$ cat config.mk
export PLATFORM = sky130hd
export DESIGN_NAME = i2c_master_register_access_unit
export DESIGN_NICKNAME = d
export VERILOG_FILES = /design/src/rtl/i2cmra_pkg.sv /design/src/rtl/i2c_master_register_access_unit.sv
export SDC_FILE = /design/constraint.sdc
export NUM_CORES = 1
export LEC_CHECK = 0
export BUFFER_PORTS_ARGS = -buffer_cell sky130_fd_sc_hd__clkbuf_2
export CAP_MARGIN = 20
export CORE_AREA = 2 2 116 118
export CTS_BUF_LIST = sky130_fd_sc_hd__clkbuf_2 sky130_fd_sc_hd__clkbuf_4 sky130_fd_sc_hd__clkbuf_8
export DETAILED_ROUTE_END_ITERATION = 8
export DIE_AREA = 0 0 118 120
export RECOVER_POWER = 100
export SYNTH_ARGS = -nofsm -noshare
export SYNTH_HDL_FRONTEND = slang
export SYNTH_SLANG_ARGS = --single-unit
export TNS_END_PERCENT = 10
$ cat constraint.sdc
create_clock -name clk -period 2.45 [get_ports clk]
set_input_delay 0.49 -clock clk [delete_from_list [all_inputs] [get_ports clk]]
set_output_delay 0.49 -clock clk [all_outputs]
set_load 0.02 [all_outputs]
$ cat src/rtl/i2cmra_pkg.sv
// Shared types and constants for the I2C master register access unit.
// No dependencies; imported by the top-level module.
`default_nettype none

package i2cmra_pkg;

    typedef logic [1:0] req_t;
    typedef logic [2:0] status_t;
    typedef logic [5:0] phase_t;
    typedef logic [3:0] bitcnt_t;

    // Request codes; the unused code behaves as a phase tick.
    localparam req_t REQ_TICK  = 2'd0;
    localparam req_t REQ_WRITE = 2'd1;
    localparam req_t REQ_READ  = 2'd2;

    // Completion status codes.
    localparam status_t ST_OK        = 3'd0;
    localparam status_t ST_BUS_BUSY  = 3'd1;
    localparam status_t ST_BUS_ERROR = 3'd2;
    localparam status_t ST_NO_ACK    = 3'd3;
    localparam status_t ST_ZERO_CNT  = 3'd4;
    localparam status_t ST_REFUSED   = 3'd5;

    // Sequencer phases. Byte phases occupy four codes each: the low two
    // bits select drive-low, clock-high, ack-low and ack-high.
    localparam phase_t PH_IDLE       = 6'd0;
    localparam phase_t PH_START_PULL = 6'd1;
    localparam phase_t PH_RS_RELEASE = 6'd2;
    localparam phase_t PH_RS_PULL    = 6'd3;
    localparam phase_t PH_DEV        = 6'd4;
    localparam phase_t PH_REG        = 6'd8;
    localparam phase_t PH_DAT        = 6'd12;
    localparam phase_t PH_DEVR       = 6'd16;
    localparam phase_t PH_RX         = 6'd20;
    localparam phase_t PH_STOP_OK    = 6'd24;
    localparam phase_t PH_STOP_NAK   = 6'd28;

    localparam logic [1:0] SUB_LOW     = 2'd0;
    localparam logic [1:0] SUB_HIGH    = 2'd1;
    localparam logic [1:0] SUB_ACK_LOW = 2'd2;

    localparam bitcnt_t BYTE_BITS = 4'd8;

endpackage

`default_nettype wire

$ cat src/rtl/i2c_master_register_access_unit.sv
// Top level of the I2C master register access unit: input word register,
// bus phase sequencer and result register. Depends on i2cmra_pkg.
//
//   channel | handshake            | word contents
//   --------+----------------------+------------------------------------------
//   in      | in_valid / in_ready  | req_type, dev_addr, reg_addr, write_data,
//           |                      | read_count, sda_in
//   out     | out_valid / out_ready| scl_out, sda_out, rx_byte, rx_valid,
//           |                      | rx_last, done_res, status, busy_res
//
// Each word is one bus phase and yields exactly one result word.
// A word waits in the input register until the sequencer step writes the
// state and the result register; a stalled result register delays that step.
// One word per cycle is sustained while the result side does not stall.
// A stalled result register holds the input register; the input register
// still accepts a word whenever it is empty or moving on.
// Reset clears the sequencer to idle with both lines released.
`default_nettype none

module i2c_master_register_access_unit (
    input  wire logic              clk,
    input  wire logic              rst_n,
    input  wire logic              in_valid,
    output logic                   in_ready,
    input  wire i2cmra_pkg::req_t  req_type,
    input  wire logic [7:0]        dev_addr,
    input  wire logic [7:0]        reg_addr,
    input  wire logic [7:0]        write_data,
    input  wire logic [7:0]        read_count,
    input  wire logic              sda_in,
    output logic                   out_valid,
    input  wire logic              out_ready,
    output logic                   scl_out,
    output logic                   sda_out,
    output logic [7:0]             rx_byte,
    output logic                   rx_valid,
    output logic                   rx_last,
    output logic                   done_res,
    output i2cmra_pkg::status_t    status,
    output logic                   busy_res
);
    import i2cmra_pkg::*;

    // Input word register.
    logic       in_valid_reg;
    req_t       req_reg;
    logic [7:0] dev_in_reg;
    logic [7:0] regaddr_in_reg;
    logic [7:0] data_in_reg;
    logic [7:0] count_in_reg;
    logic       sda_in_reg;

    // Sequencer state.
    phase_t     phase_reg,    phase_next;
    bitcnt_t    bit_cnt_reg,  bit_cnt_next;
    logic [7:0] shift_reg,    shift_next;
    logic [7:0] left_reg,     left_next;
    logic [7:0] held_dev_reg, held_dev_next;
    logic [7:0] held_reg_reg, held_reg_next;
    logic [7:0] held_dat_reg, held_dat_next;
    logic       read_mode_reg, read_mode_next;
    logic       scl_reg,      scl_next;
    logic       sda_reg,      sda_next;

    // Result register.
    logic       out_valid_reg;
    logic [7:0] rx_byte_reg,  rx_byte_next;
    logic       rx_valid_reg, rx_valid_next;
    logic       rx_last_reg,  rx_last_next;
    logic       done_reg,     done_next;
    status_t    status_reg,   status_next;
    logic       busy_reg;

    logic       step;
    logic       request;
    logic       nack;
    phase_t     base;
    logic [1:0] sub;

    assign step     = in_valid_reg && (!out_valid_reg || out_ready);
    assign in_ready = !in_valid_reg || step;

    assign request = (req_reg == REQ_WRITE) || (req_reg == REQ_READ);
    assign nack    = (left_reg <= 8'd1);
    assign base    = {phase_reg[5:2], 2'b00};
    assign sub     = phase_reg[1:0];

    always_comb
    begin
        phase_next     = phase_reg;
        bit_cnt_next   = bit_cnt_reg;
        shift_next     = shift_reg;
        left_next      = left_reg;
        held_dev_next  = held_dev_reg;
        held_reg_next  = held_reg_reg;
        held_dat_next  = held_dat_reg;
        read_mode_next = read_mode_reg;
        scl_next       = scl_reg;
        sda_next       = sda_reg;
        rx_byte_next   = 8'd0;
        rx_valid_next  = 1'b0;
        rx_last_next   = 1'b0;
        done_next      = 1'b0;
        status_next    = ST_OK;

        if (phase_reg == PH_IDLE)
        begin
            if (request)
            begin
                if ((req_reg == REQ_READ) && (count_in_reg == 8'd0))
                begin
                    done_next   = 1'b1;
                    status_next = ST_ZERO_CNT;
                end
                else
                begin
                    held_dev_next  = dev_in_reg;
                    held_reg_next  = regaddr_in_reg;
                    held_dat_next  = data_in_reg;
                    read_mode_next = (req_reg == REQ_READ);
                    left_next      = (req_reg == REQ_READ) ? count_in_reg : 8'd0;
                    scl_next       = 1'b1;
                    sda_next       = 1'b1;
                    // SDA already low means another master holds the bus.
                    if (!sda_in_reg)
                    begin
                        done_next   = 1'b1;
                        status_next = ST_BUS_BUSY;
                    end
                    else
                    begin
                        phase_next = PH_START_PULL;
                    end
                end
            end
        end
        else if (request)
        begin
            done_next   = 1'b1;
            status_next = ST_REFUSED;
        end
        else
        begin
            unique case (phase_reg) inside
                PH_START_PULL:
                begin
                    scl_next = 1'b1;
                    if (sda_in_reg)
                    begin
                        sda_next    = 1'b1;
                        done_next   = 1'b1;
                        status_next = ST_BUS_ERROR;
                        phase_next  = PH_IDLE;
                    end
                    else
                    begin
                        sda_next     = 1'b0;
                        shift_next   = held_dev_reg;
                        bit_cnt_next = '0;
                        phase_next   = PH_DEV;
                    end
                end
                PH_RS_RELEASE:
                begin
                    scl_next   = 1'b1;
                    sda_next   = 1'b1;
                    phase_next = PH_RS_PULL;
                end
                PH_RS_PULL:
                begin
                    scl_next     = 1'b1;
                    sda_next     = 1'b0;
                    shift_next   = held_dev_reg + 8'd1;
                    bit_cnt_next = '0;
                    phase_next   = PH_DEVR;
                end
                [PH_DEV:PH_DEVR + 6'd3]:
                begin
                    if (sub == SUB_LOW)
                    begin
                        scl_next   = 1'b0;
                        sda_next   = shift_reg[7];
                        phase_next = base + 6'd1;
                    end
                    else if (sub == SUB_HIGH)
                    begin
                        scl_next     = 1'b1;
                        sda_next     = shift_reg[7];
                        shift_next   = {shift_reg[6:0], 1'b0};
                        bit_cnt_next = bit_cnt_reg + 4'd1;
                        phase_next   = (bit_cnt_next >= BYTE_BITS) ? base + 6'd2 : base;
                    end
                    else if (sub == SUB_ACK_LOW)
                    begin
                        scl_next   = 1'b0;
                        sda_next   = 1'b1;
                        phase_next = base + 6'd3;
                    end
                    else
                    begin
                        // Acknowledge clock high; only the device byte's
                        // acknowledge is checked.
                        scl_next = 1'b1;
                        sda_next = 1'b1;
                        if (base == PH_DEV)
                        begin
                            if (sda_in_reg)
                            begin
                                phase_next = PH_STOP_NAK;
                            end
                            else
                            begin
                                shift_next   = held_reg_reg;
                                bit_cnt_next = '0;
                                phase_next   = PH_REG;
                            end
                        end
                        else if (base == PH_REG)
                        begin
                            if (read_mode_reg)
                            begin
                                phase_next = PH_RS_RELEASE;
                            end
                            else
                            begin
                                shift_next   = held_dat_reg;
                                bit_cnt_next = '0;
                                phase_next   = PH_DAT;
                            end
                        end
                        else if (base == PH_DAT)
                        begin
                            phase_next = PH_STOP_OK;
                        end
                        else
                        begin
                            shift_next   = '0;
                            bit_cnt_next = '0;
                            phase_next   = PH_RX;
                        end
                    end
                end
                [PH_RX:PH_RX + 6'd3]:
                begin
                    if (sub == SUB_LOW)
                    begin
                        scl_next   = 1'b0;
                        sda_next   = 1'b1;
                        phase_next = PH_RX + 6'd1;
                    end
                    else if (sub == SUB_HIGH)
                    begin
                        scl_next     = 1'b1;
                        sda_next     = 1'b1;
                        shift_next   = {shift_reg[6:0], sda_in_reg};
                        bit_cnt_next = bit_cnt_reg + 4'd1;
                        if (bit_cnt_next >= BYTE_BITS)
                        begin
                            rx_valid_next = 1'b1;
                            rx_byte_next  = shift_next;
                            rx_last_next  = nack;
                            phase_next    = PH_RX + 6'd2;
                        end
                        else
                        begin
                            phase_next = PH_RX;
                        end
                    end
                    else if (sub == SUB_ACK_LOW)
                    begin
                        scl_next   = 1'b0;
                        sda_next   = nack;
                        phase_next = PH_RX + 6'd3;
                    end
                    else
                    begin
                        scl_next  = 1'b1;
                        sda_next  = nack;
                        left_next = (left_reg == 8'd0) ? 8'd0 : left_reg - 8'd1;
                        if (left_next == 8'd0)
                        begin
                            phase_next = PH_STOP_OK;
                        end
                        else
                        begin
                            shift_next   = '0;
                            bit_cnt_next = '0;
                            phase_next   = PH_RX;
                        end
                    end
                end
                [PH_STOP_OK:PH_STOP_NAK + 6'd2]:
                begin
                    if (sub == SUB_LOW)
                    begin
                        scl_next   = 1'b0;
                        sda_next   = 1'b0;
                        phase_next = base + 6'd1;
                    end
                    else if (sub == SUB_HIGH)
                    begin
                        scl_next   = 1'b1;
                        sda_next   = 1'b0;
                        phase_next = base + 6'd2;
                    end
                    else if (sub == SUB_ACK_LOW)
                    begin
                        // SDA rising with SCL high is the STOP condition.
                        scl_next    = 1'b1;
                        sda_next    = 1'b1;
                        done_next   = 1'b1;
                        status_next = (base == PH_STOP_NAK) ? ST_NO_ACK : ST_OK;
                        phase_next  = PH_IDLE;
                    end
                    else
                    begin
                        phase_next = PH_IDLE;
                    end
                end
                default:
                begin
                    phase_next = PH_IDLE;
                end
            endcase
        end
    end

    always_ff @(posedge clk or negedge rst_n)
    begin
        if (!rst_n)
        begin
            in_valid_reg  <= 1'b0;
            out_valid_reg <= 1'b0;
            phase_reg     <= PH_IDLE;
            bit_cnt_reg   <= '0;
            shift_reg     <= '0;
            left_reg      <= '0;
            held_dev_reg  <= '0;
            held_reg_reg  <= '0;
            held_dat_reg  <= '0;
            read_mode_reg <= 1'b0;
            scl_reg       <= 1'b1;
            sda_reg       <= 1'b1;
        end
        else
        begin
            if (in_ready)
            begin
                in_valid_reg <= in_valid;
            end
            if (step)
            begin
                out_valid_reg <= 1'b1;
            end
            else if (out_ready)
            begin
                out_valid_reg <= 1'b0;
            end
            if (step)
            begin
                phase_reg     <= phase_next;
                bit_cnt_reg   <= bit_cnt_next;
                shift_reg     <= shift_next;
                left_reg      <= left_next;
                held_dev_reg  <= held_dev_next;
                held_reg_reg  <= held_reg_next;
                held_dat_reg  <= held_dat_next;
                read_mode_reg <= read_mode_next;
                scl_reg       <= scl_next;
                sda_reg       <= sda_next;
            end
        end
    end

    always_ff @(posedge clk)
    begin
        if (in_valid && in_ready)
        begin
            req_reg        <= req_type;
            dev_in_reg     <= dev_addr;
            regaddr_in_reg <= reg_addr;
            data_in_reg    <= write_data;
            count_in_reg   <= read_count;
            sda_in_reg     <= sda_in;
        end
        if (step)
        begin
            rx_byte_reg  <= rx_byte_next;
            rx_valid_reg <= rx_valid_next;
            rx_last_reg  <= rx_last_next;
            done_reg     <= done_next;
            status_reg   <= status_next;
            busy_reg     <= (phase_next != PH_IDLE);
        end
    end

    assign out_valid = out_valid_reg;
    assign scl_out   = scl_reg;
    assign sda_out   = sda_reg;
    assign rx_byte   = rx_byte_reg;
    assign rx_valid  = rx_valid_reg;
    assign rx_last   = rx_last_reg;
    assign done_res  = done_reg;
    assign status    = status_reg;
    assign busy_res  = busy_reg;

    a_busy_matches_phase: assert property (@(posedge clk) disable iff (!rst_n)
        out_valid_reg |-> (busy_reg == (phase_reg != PH_IDLE)))
        else $error("busy flag disagrees with sequencer phase");

    a_rx_only_at_byte_end: assert property (@(posedge clk) disable iff (!rst_n)
        (out_valid_reg && rx_valid_reg) |-> (phase_reg == PH_RX + 6'd2))
        else $error("received byte reported outside the receive acknowledge phase");

    a_refused_only_busy: assert property (@(posedge clk) disable iff (!rst_n)
        (out_valid_reg && done_reg && (status_reg == ST_REFUSED)) |-> busy_reg)
        else $error("request refused while the sequencer was idle");

    a_status_needs_done: assert property (@(posedge clk) disable iff (!rst_n)
        (out_valid_reg && !done_reg) |-> (status_reg == ST_OK))
        else $error("non-zero status without completion");

    a_bit_count_bound: assert property (@(posedge clk) disable iff (!rst_n)
        bit_cnt_reg <= BYTE_BITS)
        else $error("bit counter ran past one byte");

endmodule

`default_nettype wire

==> summary.txt, run 1 <==
outcome: finished with violations
failing checks: negative setup slack
Fillers: 1168
max frequency: 395 MHz
Reg2Reg Depth: 9
slowest CP cell: or4b_4
cells along the critical path: inv_2, ha_4, or3b_4, buf_6, o32ai_4, nand3_1, or4b_4, nand3_4, mux2_4
die height: 120 um
PwrDens: 1010 nW/um^2
Final Util: 50.1%
post-synthesis register bit count: 105
Detailed Route WL: 12800 um
Final setup viols: 9
Distinct cells, synth: 69
period utilization: 103%
CP Data Required Time: 2.73 ns
Vias/cell: 5.39
ANT nets after route: 0
IO Count: 58
worst flop-to-flop path endpoint: shift_reg[6]$_DFFE_PN0P_
HPWL Detailed: 9140 um
Min Hold Slack: 0.241 ns
r2r setup slk: -0.08 ns
GRT Overall Usage: 19.0%
H-tree depth: 3
final worst slack: -0.0792 ns
Initial Util: 40.3%
Longest Clk Path Bufs: 2
Synth Flop Type: dfrtp_1
GR Overflow Total: 0
IO buf count: 57
number of flops mapped to enable cells by yosys: 50
Syn Area/Cell: 11.6 um^2
largest net degree at the start of global routing: 36
RePlAce Congestion: 0.902
max incr delay on CP: 0.59 ns
DR iter-0 viols: 281
clock transition at the registers of the reported paths: 0.12 ns
Leak: 0.00270 uW
# DRC: 0
Design Power: 6550 uW
P&R area growth vs syn: 24.2%
Die Wd: 118 um
CTS tree: built
max-cap check violation count: 0
CTS Hold Bufs: 0
Post-Synthesis Net Count: 497
die area: 14200 um^2
first-pass GRT wire length: 21200 um
Data arrival, critical path: 2.81 ns
initial antenna violation count: 0
clock latency on the worst-skew pair: 0.39 ns
crit path capture: shift_reg[6]$_DFFE_PN0P_
Yosys warning total: 0
commonest cells in the netlist: dfrtp_1, edfxtp_1, nor2_1, nand2_1, o21ai_0
Post-DP Area: 6180 um^2
maximum vdd drop: 454 uV
Core Area: 13000 um^2
synthesized netlist cell count: 453
Yosys top cell area share: 28.7%
CP Max Fanout: 5
Inserted Diodes: 0
Async SR Flop Fraction: 52.4%
slew margin rel.: 17.6%
post-layout min period: 2.53 ns
RSZ-0062 raised after global routing: yes
Wirelength per Cell: 16.9 um
clock buffer count from CTS: 9
measured slew at the worst slew-check pin: 1.23 ns
Slew Limit Fails: 0
layout cells sized above 1: 28.9%
CP startpoint: left_reg[1]$_DFFE_PN0P_
Hold Path Class: in -> async
fin area: 6500 um^2
vias: 4081
reg2reg start: left_reg[1]$_DFFE_PN0P_
kind of critical path: reg -> reg
most area-consuming cells after synthesis: edfxtp_1, dfrtp_1, mux2_1
Fin. Hold Viols: 0
vias in the first global route: 4121
CTS Sinks: 105
most numerous cell in the Yosys netlist: dfrtp_1
Rows: 42
area leader, netlist: edfxtp_1
post-synthesis sequential area ratio: 55.0%
clk root buf: clkbuf_8
CP Capture Type: flip-flop
TritonRoute pass-1 iters: 4
Syn Std Cell Area: 5240 um^2
Nets: 620
Post-Route Skew: 0.0162 ns
CP Launch Type: flip-flop
==> worst min path at each step <==
stage | from | endpoint | slack (ns)
floorplan | rst_n | bit_cnt_reg[0]$_DFFE_PN0P_ | 0.19
global placement | dev_in_reg[4]$_DFFE_PP_ | held_dev_reg[4]$_DFFE_PN0P_ | 0.44
detailed placement | data_in_reg[4]$_DFFE_PP_ | held_dat_reg[4]$_DFFE_PN0P_ | 0.44
CTS | rst_n | left_reg[6]$_DFFE_PN0P_ | 0.05
global route | reg_addr[6] | regaddr_in_reg[6]$_DFFE_PP_ | 0.25
finish | rst_n | left_reg[6]$_DFFE_PN0P_ | 0.24
==> metal layers <==
| layer | GRT usage (%) | up-vias | part of all wire, % |
|---|---|---|---|
| met2 | 30.1 | 92 | 47 |
| met4 | 8.13 | 0 | 2.2 |
| met3 | 2.99 | 19 | 3.4 |
| met1 | 26.0 | 2006 | 47 |
| li1 | - | 1964 | - |
| met5 | 0 | - | 0 |
==> cell usage in the layout, fill, tap and decap left out, drive strengths merged, types with 4 or more instances in the layout <==
| master | netlist | final |
|---|---|---|
| a21oi | 19 | 19 |
| a221o | 7 | 7 |
| a22o | 6 | 6 |
| a31oi | 9 | 9 |
| and2 | 11 | 11 |
| and3 | 7 | 7 |
| buf | 16 | 73 |
| clkbuf | 12 | 74 |
| dfrtp | 53 | 53 |
| edfxtp | 50 | 50 |
| ha | 5 | 5 |
| inv | 6 | 11 |
| mux2 | 37 | 37 |
| nand2 | 31 | 31 |
| nand2b | 11 | 11 |
| nand3 | 11 | 12 |
| nand3b | 4 | 4 |
| nand4 | 5 | 5 |
| nor2 | 32 | 32 |
| nor2b | 4 | 4 |
| nor3 | 15 | 15 |
| nor4 | 5 | 5 |
| o21ai | 28 | 28 |
| o221ai | 6 | 6 |
| o31ai | 4 | 4 |
| or3 | 4 | 4 |
| or4 | 5 | 5 |
| xor2 | 5 | 5 |
==> worst max-delay path, delay by kind of cell (launching register included) <==
family | cells | cell delay, ns
buffers and inverters | 2 | 0.22
AND/OR/NAND/NOR | 4 | 1.27
adder cells (fa/ha/maj) | 1 | 0.12
AO/OA/AOI/OAI | 1 | 0.10
flip-flops | 1 | 0.41
multiplexers | 1 | 0.31
==> report_power, final <==
group	internal [uW]	leakage, uW	switching [uW]	total [uW]
registers	2310	0.00117	340	2650
clock network	402	0.0000949	675	1080
logic	1370	0.00144	1450	2820
total	4080	0.00270	2460	6550
==> per-stage QoR <==
stage | std cells | TNS [ns] | worst slack, ns
5_1_grt | 757 | -2.65 | -0.178
6_report | 757 | -0.613 | -0.0792
2_1_floorplan | 453 | -0.844 | -0.110
3_3_place_gp | 727 | -0.506 | -0.183
4_1_cts | 757 | -0.609 | -0.0815
3_5_place_dp | 727 | -1.12 | -0.238
==> cell type report <==
class	instances	area, um^2	area share [%]
Clock buffer	9	124	1.90
Clock inverter	7	67.6	1.04
Inverter	8	31.3	0.481
Multi-Input combinational cell	313	2280	35.1
Sequential cell	105	2880	44.3
Tap cell	176	220	3.39
Timing Repair Buffer	139	895	13.8
==> repair_timing <==
item | in CTS | in global routing
setup endpoints to repair | 11 | 15
gates resized for setup | 13 | 8
gates cloned | 1 | 0
buffers inserted | 13 | 0
pin swaps | 10 | 5
==> kinds of logic after synthesis <==
family	after synthesis	share of synthesized area [%]
adder cells (fa/ha/maj)	5	1.20
AND/OR/NAND/NOR	159	17.2
buffers and inverters	36	3.47
AO/OA/AOI/OAI	104	13.4
XOR/XNOR	6	1.00
multiplexers	38	8.65
flip-flops	105	55.0
Note: power is estimated with default switching activity, not from simulation.
==> inputs of run 2 (changes only) <==
PLACE_DENSITY_LB_ADDON = 0.12   (was default)
SLEW_MARGIN = 0   (was default)
==> run 2 against run 1 <==
- the run still ends with negative setup slack left
- wire length shrank 3.3%
- clock power is essentially flat
- count of clock-buffer cells in the layout is the same
- die area is the same
- worst hold slack gained 0.029 ns
- sequential power is essentially flat
- setup slack lost 0.098 ns
- power shrank 1.8%
- critical endpoint is now shift_reg[1]$_DFFE_PN0P_
==> summary.txt, run 2 (synthesized netlist as in run 1, its figures left out) <==
outcome: finished with violations
failing checks: negative setup slack
post-layout min period: 2.63 ns (+0.0983 ns)
reg2reg start: left_reg[1]$_DFFE_PN0P_
maximum vdd drop: 443 uV (-2.5%)
worst flop-to-flop path endpoint: shift_reg[1]$_DFFE_PN0P_
IO Count: 58 (unchanged)
WP buf/inv: 2 (unchanged)
CP Data Required Time: 2.73 ns (about the same)
H-tree depth: 3 (unchanged)
PwrDens: 1010 nW/um^2 (+0.28%)
layout cells sized above 1: 26.4% (-2.6 points)
max-cap check violation count: 0 (unchanged)
die area: 14200 um^2 (unchanged)
Reg2Reg Depth: 9 (unchanged)
Final setup viols: 12 (+3)
vias in the first global route: 3923 (-4.8%)
GR Overflow Total: 0 (unchanged)
Wirelength per Cell: 16.6 um (-1.8%)
Hold Path Origin: write_data[4]
Die Wd: 118 um (unchanged)
# DRC: 0 (unchanged)
Min Hold Slack: 0.269 ns (+0.0288 ns)
first-pass GRT wire length: 20200 um (-4.6%)
final worst slack: -0.177 ns (-0.0983 ns)
pre-CTS setup slack: -0.270 ns (-0.0325 ns)
HPWL Detailed: 9080 um (-0.66%)
CP Capture Type: flip-flop
GRT Overall Usage: 18.2% (-0.76 points)
Hold Path Depth: 1
clock latency on the worst-skew pair: 0.39 ns (about the same)
max incr delay on CP: 0.54 ns (-0.05 ns)
Vias/cell: 5.37 (-0.41%)
Top delay family on crit path: simple AND/OR/NAND/NOR gates
Initial Util: 40.3% (unchanged)
CP Launch Type: flip-flop
clock transition at the registers of the reported paths: 0.11 ns (about the same)
P&R area growth vs syn: 21.6%
cells along the critical path: inv_2, ha_4, or3b_4, o31ai_4, o21ai_2, buf_4, or4b_4, nand3_4, mux2_4
CTS tree: built
slew margin rel.: 23.6% (+5.9 points)
IO buf count: 57 (unchanged)
CTS Sinks: 105 (unchanged)
largest net degree at the start of global routing: 38 (+5.6%)
Post-Route Skew: 0.0102 ns (-0.00598 ns)
Multi-input gate area: 2260 um^2 (-0.82%)
RePlAce Congestion: 0.918 (+1.8%)
Hold Path Class: in -> reg
max frequency: 381 MHz (-3.7%)
kind of critical path: reg -> reg
DR iter-0 viols: 240 (-15%)
Nets: 608 (-1.9%)
Data arrival, critical path: 2.90 ns (+0.09 ns)
ANT nets after route: 0 (unchanged)
WHS Endpoint: data_in_reg[4]$_DFFE_PP_
slowest CP cell: or4b_4
Core Area: 13000 um^2 (unchanged)
Leak: 0.00261 uW (-3.4%)
Inserted Diodes: 0 (unchanged)
die height: 120 um (unchanged)
Rows: 42 (unchanged)
Detailed Route WL: 12300 um (-3.3%)
vias: 4000 (-2.0%)
TritonRoute pass-1 iters: 5 (+1)
Longest Clk Path Bufs: 2 (unchanged)
initial antenna violation count: 0 (unchanged)
Fillers: 1210 (+3.6%)
commonest non-fill, non-tap cell in the layout: buf_4
CTS Hold Bufs: 0 (unchanged)
r2r setup slk: -0.18 ns (-0.10 ns)
clock buffer count from CTS: 9 (unchanged)
Slew Limit Fails: 0 (unchanged)
measured slew at the worst slew-check pin: 1.15 ns (-0.0869 ns)
period utilization: 107% (+4.0 points)
most frequent cells in the layout: buf_4, dfrtp_1, edfxtp_1
CP Max Fanout: 5 (unchanged)
Register Area: 2880 um^2 (about the same)
RSZ-0062 raised after global routing: yes
Fin. Hold Viols: 0 (unchanged)
clk root buf: clkbuf_8
run 2: power breakdown:
| part | leakage [uW] | internal, uW | switching, uW |
|---|---|---|---|
| registers | 0.00117 | 2310 | 352 |
| clock network | 0.0000994 | 412 | 680 |
| logic | 0.00134 | 1290 | 1390 |
| total | 0.00261 | 4000 | 2420 |
run 2: cell type report:
class	count	area share, %
multi-input combinational	313	35.6
clock buffer	9	1.95
sequential	105	45.2
tap	176	3.46
inverter	8	0.472
timing repair buffer	127	12.1
clock inverter	7	1.18
run 2: what timing repair did:
action	CTS	global route
setup buffers	0	2
gates resized for setup	3	9
pin swaps	0	1
cloned	1	0
setup endpoints to repair	12	41
run 2: layer usage:
| metal | vias up | share of wire, % | GRT usage, % |
|---|---|---|---|
| met5 | - | 0 | 0 |
| met4 | 0 | 1.9 | 8.06 |
| met3 | 16 | 5.4 | 3.04 |
| met2 | 132 | 44 | 26.9 |
| met1 | 1919 | 48 | 26.4 |
| li1 | 1933 | - | - |
run 2: how the worst max path moves through the flow:
stage                     cells after the start                    start                  endpoint  slack, ns
after global placement                        9  left_reg[0]$_DFFE_PN0P_  shift_reg[7]$_DFFE_PN0P_      -0.20
after global routing                          9  left_reg[1]$_DFFE_PN0P_  shift_reg[1]$_DFFE_PN0P_      -0.25
after detailed placement                      9  left_reg[1]$_DFFE_PN0P_  shift_reg[7]$_DFFE_PN0P_      -0.27
after floorplan                              10  left_reg[0]$_DFFE_PN0P_  shift_reg[0]$_DFFE_PN0P_      -0.11
final                                         9  left_reg[1]$_DFFE_PN0P_  shift_reg[1]$_DFFE_PN0P_      -0.18
after CTS                                     9  left_reg[1]$_DFFE_PN0P_  shift_reg[1]$_DFFE_PN0P_      -0.21
run 2: metrics by stage:
stage	cells	power (uW)	util (%)	TNS, ns	cell area [um^2]
floorplan	453	4230	-	-0.844	5260
global placement	726	5220	47.5	-1.73	6160
detailed placement	726	5280	47.5	-2.53	6160
CTS	743	6410	49.2	-2.09	6380
global route	745	6870	49.0	-4.25	6370
finish	745	6430	49.0	-1.73	6370
run 2: worst register-to-register path: stages, from the launching register on:
cell     delay, ns
dfrtp_1       0.41
inv_2         0.08
ha_4          0.14
or3b_4        0.43
o31ai_4       0.19
o21ai_2       0.10
buf_4         0.14
or4b_4        0.54
nand3_4       0.17
mux2_4        0.32
==> inputs of run 3 (changes only) <==
CTS_BUF_LIST = default   (was sky130_fd_sc_hd__clkbuf_2 sky130_fd_sc_hd__clkbuf_4 sky130_fd_sc_hd__clkbuf_8)
==> run 3 against run 2 <==
- the run still ends with negative setup slack left
- non-clock buffer count unchanged
- sequential cell count is the same
- register-to-register slack about the same
- design area grew 1.6%
- highest routed layer unchanged
==> summary.txt, run 3 (synthesized netlist as in run 1, its figures left out) <==
die height: 120 um (unchanged)
Detailed Route WL: 12300 um (about the same)
Non-Filler Instances: 745 (unchanged)
CP Launch Type: flip-flop
Register Area: 2880 um^2 (unchanged)
Multi-input gate area: 2260 um^2 (unchanged)
Post-Route Skew: 0.00653 ns (-0.00367 ns)
reg2reg start: left_reg[1]$_DFFE_PN0P_
IO buf count: 57 (unchanged)
HPWL Detailed: 9080 um (unchanged)
layout cells sized above 1: 26.4% (unchanged)
die area: 14200 um^2 (unchanged)
largest net degree at the start of global routing: 38 (unchanged)
outcome: finished with violations
GR Overflow Total: 0 (unchanged)
final worst slack: -0.179 ns (-0.00193 ns)
clock latency on the worst-skew pair: 0.36 ns (-0.03 ns)
vias in the first global route: 3916 (-0.18%)
Hold Path Origin: reg_addr[6]
commonest non-fill, non-tap cell in the layout: buf_4
GRT Overall Usage: 18.2% (+0.019 points)
CTS Sinks: 105 (unchanged)
Inserted Diodes: 0 (unchanged)
PwrDens: 1050 nW/um^2 (+4.0%)
Min Hold Slack: 0.304 ns (+0.0345 ns)
Vias/cell: 5.39 (+0.30%)
vias: 4012 (+0.30%)
Longest Clk Path Bufs: 2 (unchanged)
first-pass GRT wire length: 20300 um (+0.21%)
Final Util: 49.8% (+0.78 points)
Post-DP Area: 6160 um^2 (unchanged)
post-layout min period: 2.63 ns (+0.00193 ns)
worst flop-to-flop path endpoint: shift_reg[1]$_DFFE_PN0P_
Wirelength per Cell: 16.6 um (about the same)
Post-Place Cells: 726 (unchanged)
most frequent cells in the layout: buf_4, dfrtp_1, edfxtp_1
CTS Hold Bufs: 0 (unchanged)
IO Count: 58 (unchanged)
fin area: 6470 um^2 (+1.6%)
H-tree depth: 3 (unchanged)
measured slew at the worst slew-check pin: 1.13 ns (-0.0158 ns)
Fillers: 1195 (-1.2%)
r2r setup slk: -0.18 ns (about the same)
Die Wd: 118 um (unchanged)
CP Capture Type: flip-flop
clock transition at the registers of the reported paths: 0.08 ns (-0.03 ns)
CTS tree: built
ANT nets after route: 0 (unchanged)
# DRC: 0 (unchanged)
CP Max Fanout: 5 (unchanged)
Reg2Reg Depth: 9 (unchanged)
maximum vdd drop: 427 uV (-3.7%)
WHS Endpoint: regaddr_in_reg[6]$_DFFE_PP_
pre-CTS setup slack: -0.270 ns (unchanged)
slew margin rel.: 24.6% (+1.1 points)
clk root buf: clkbuf_16
Hold Path Depth: 1 (unchanged)
RSZ-0062 raised after global routing: yes
max-cap check violation count: 0 (unchanged)
failing checks: negative setup slack
Data arrival, critical path: 2.87 ns (-0.03 ns)
DR iter-0 viols: 234 (-2.5%)
Core Area: 13000 um^2 (unchanged)
Hold Path Class: in -> reg
Slew Limit Fails: 0 (unchanged)
kind of critical path: reg -> reg
Leak: 0.00266 uW (+1.8%)
max frequency: 380 MHz (about the same)
Final setup viols: 12 (unchanged)
RePlAce Congestion: 0.918 (unchanged)
TritonRoute pass-1 iters: 5 (unchanged)
initial antenna violation count: 0 (unchanged)
Fin. Hold Viols: 0 (unchanged)
CP Data Required Time: 2.69 ns (-0.04 ns)
clock buffer count from CTS: 9 (unchanged)
period utilization: 107% (about the same)
Rows: 42 (unchanged)
P&R area growth vs syn: 23.5%
Nets: 608 (unchanged)
Initial Util: 40.3% (unchanged)
## run 3: through the flow
| step | setup TNS (ns) | total power (uW) |
|---|---|---|
| floorplan | -0.844 | 4230 |
| finish | -1.75 | 6790 |
| detailed placement | -2.53 | 5280 |
| global placement | -1.73 | 5220 |
| global route | -4.19 | 7240 |
| CTS | -2.03 | 6780 |
## run 3: final cells by class
type / count / share of cell area (%)
inverter: 8 / 0.464
multi-input combinational: 313 / 35.0
timing repair buffer: 127 / 11.9
clock inverter: 7 / 1.16
clock buffer: 9 / 3.48
tap: 176 / 3.40
sequential: 105 / 44.5
## run 3: worst max path at each step
stage | startpoint | to | depth (start not counted)
after global routing | left_reg[1]$_DFFE_PN0P_ | shift_reg[1]$_DFFE_PN0P_ | 9
final | left_reg[1]$_DFFE_PN0P_ | shift_reg[1]$_DFFE_PN0P_ | 9
after global placement | left_reg[0]$_DFFE_PN0P_ | shift_reg[7]$_DFFE_PN0P_ | 9
after floorplan | left_reg[0]$_DFFE_PN0P_ | shift_reg[0]$_DFFE_PN0P_ | 10
after CTS | left_reg[1]$_DFFE_PN0P_ | shift_reg[1]$_DFFE_PN0P_ | 9
after detailed placement | left_reg[1]$_DFFE_PN0P_ | shift_reg[7]$_DFFE_PN0P_ | 9
## run 3: what timing repair did
action / in CTS / in global routing
endpoints found under the setup margin: 12 / 42
pin swaps: 0 / 1
gates cloned: 1 / 0
gates resized for setup: 3 / 9
buffers inserted: 0 / 2
## run 3: layer usage
metal	routed length (um)	global-route usage, %	part of all wire [%]
met5	0	0	0
met4	264	7.83	2.1
met3	714	3.04	5.8
met2	5490	27.3	45
met1	5860	26.2	48
## run 3: report_power, final
| group | internal [uW] | switching (uW) |
|---|---|---|
| registers | 2310 | 354 |
| clock network | 732 | 719 |
| logic | 1290 | 1390 |
| total | 4330 | 2460 |
## run 3: worst max-delay path: stages (launching register included)
cell and delay [ns]:
dfrtp_1 0.40, inv_2 0.08, ha_4 0.14, or3b_4 0.43, o31ai_4 0.19, o21ai_2 0.10
buf_4 0.14, or4b_4 0.54, nand3_4 0.17, mux2_4 0.32
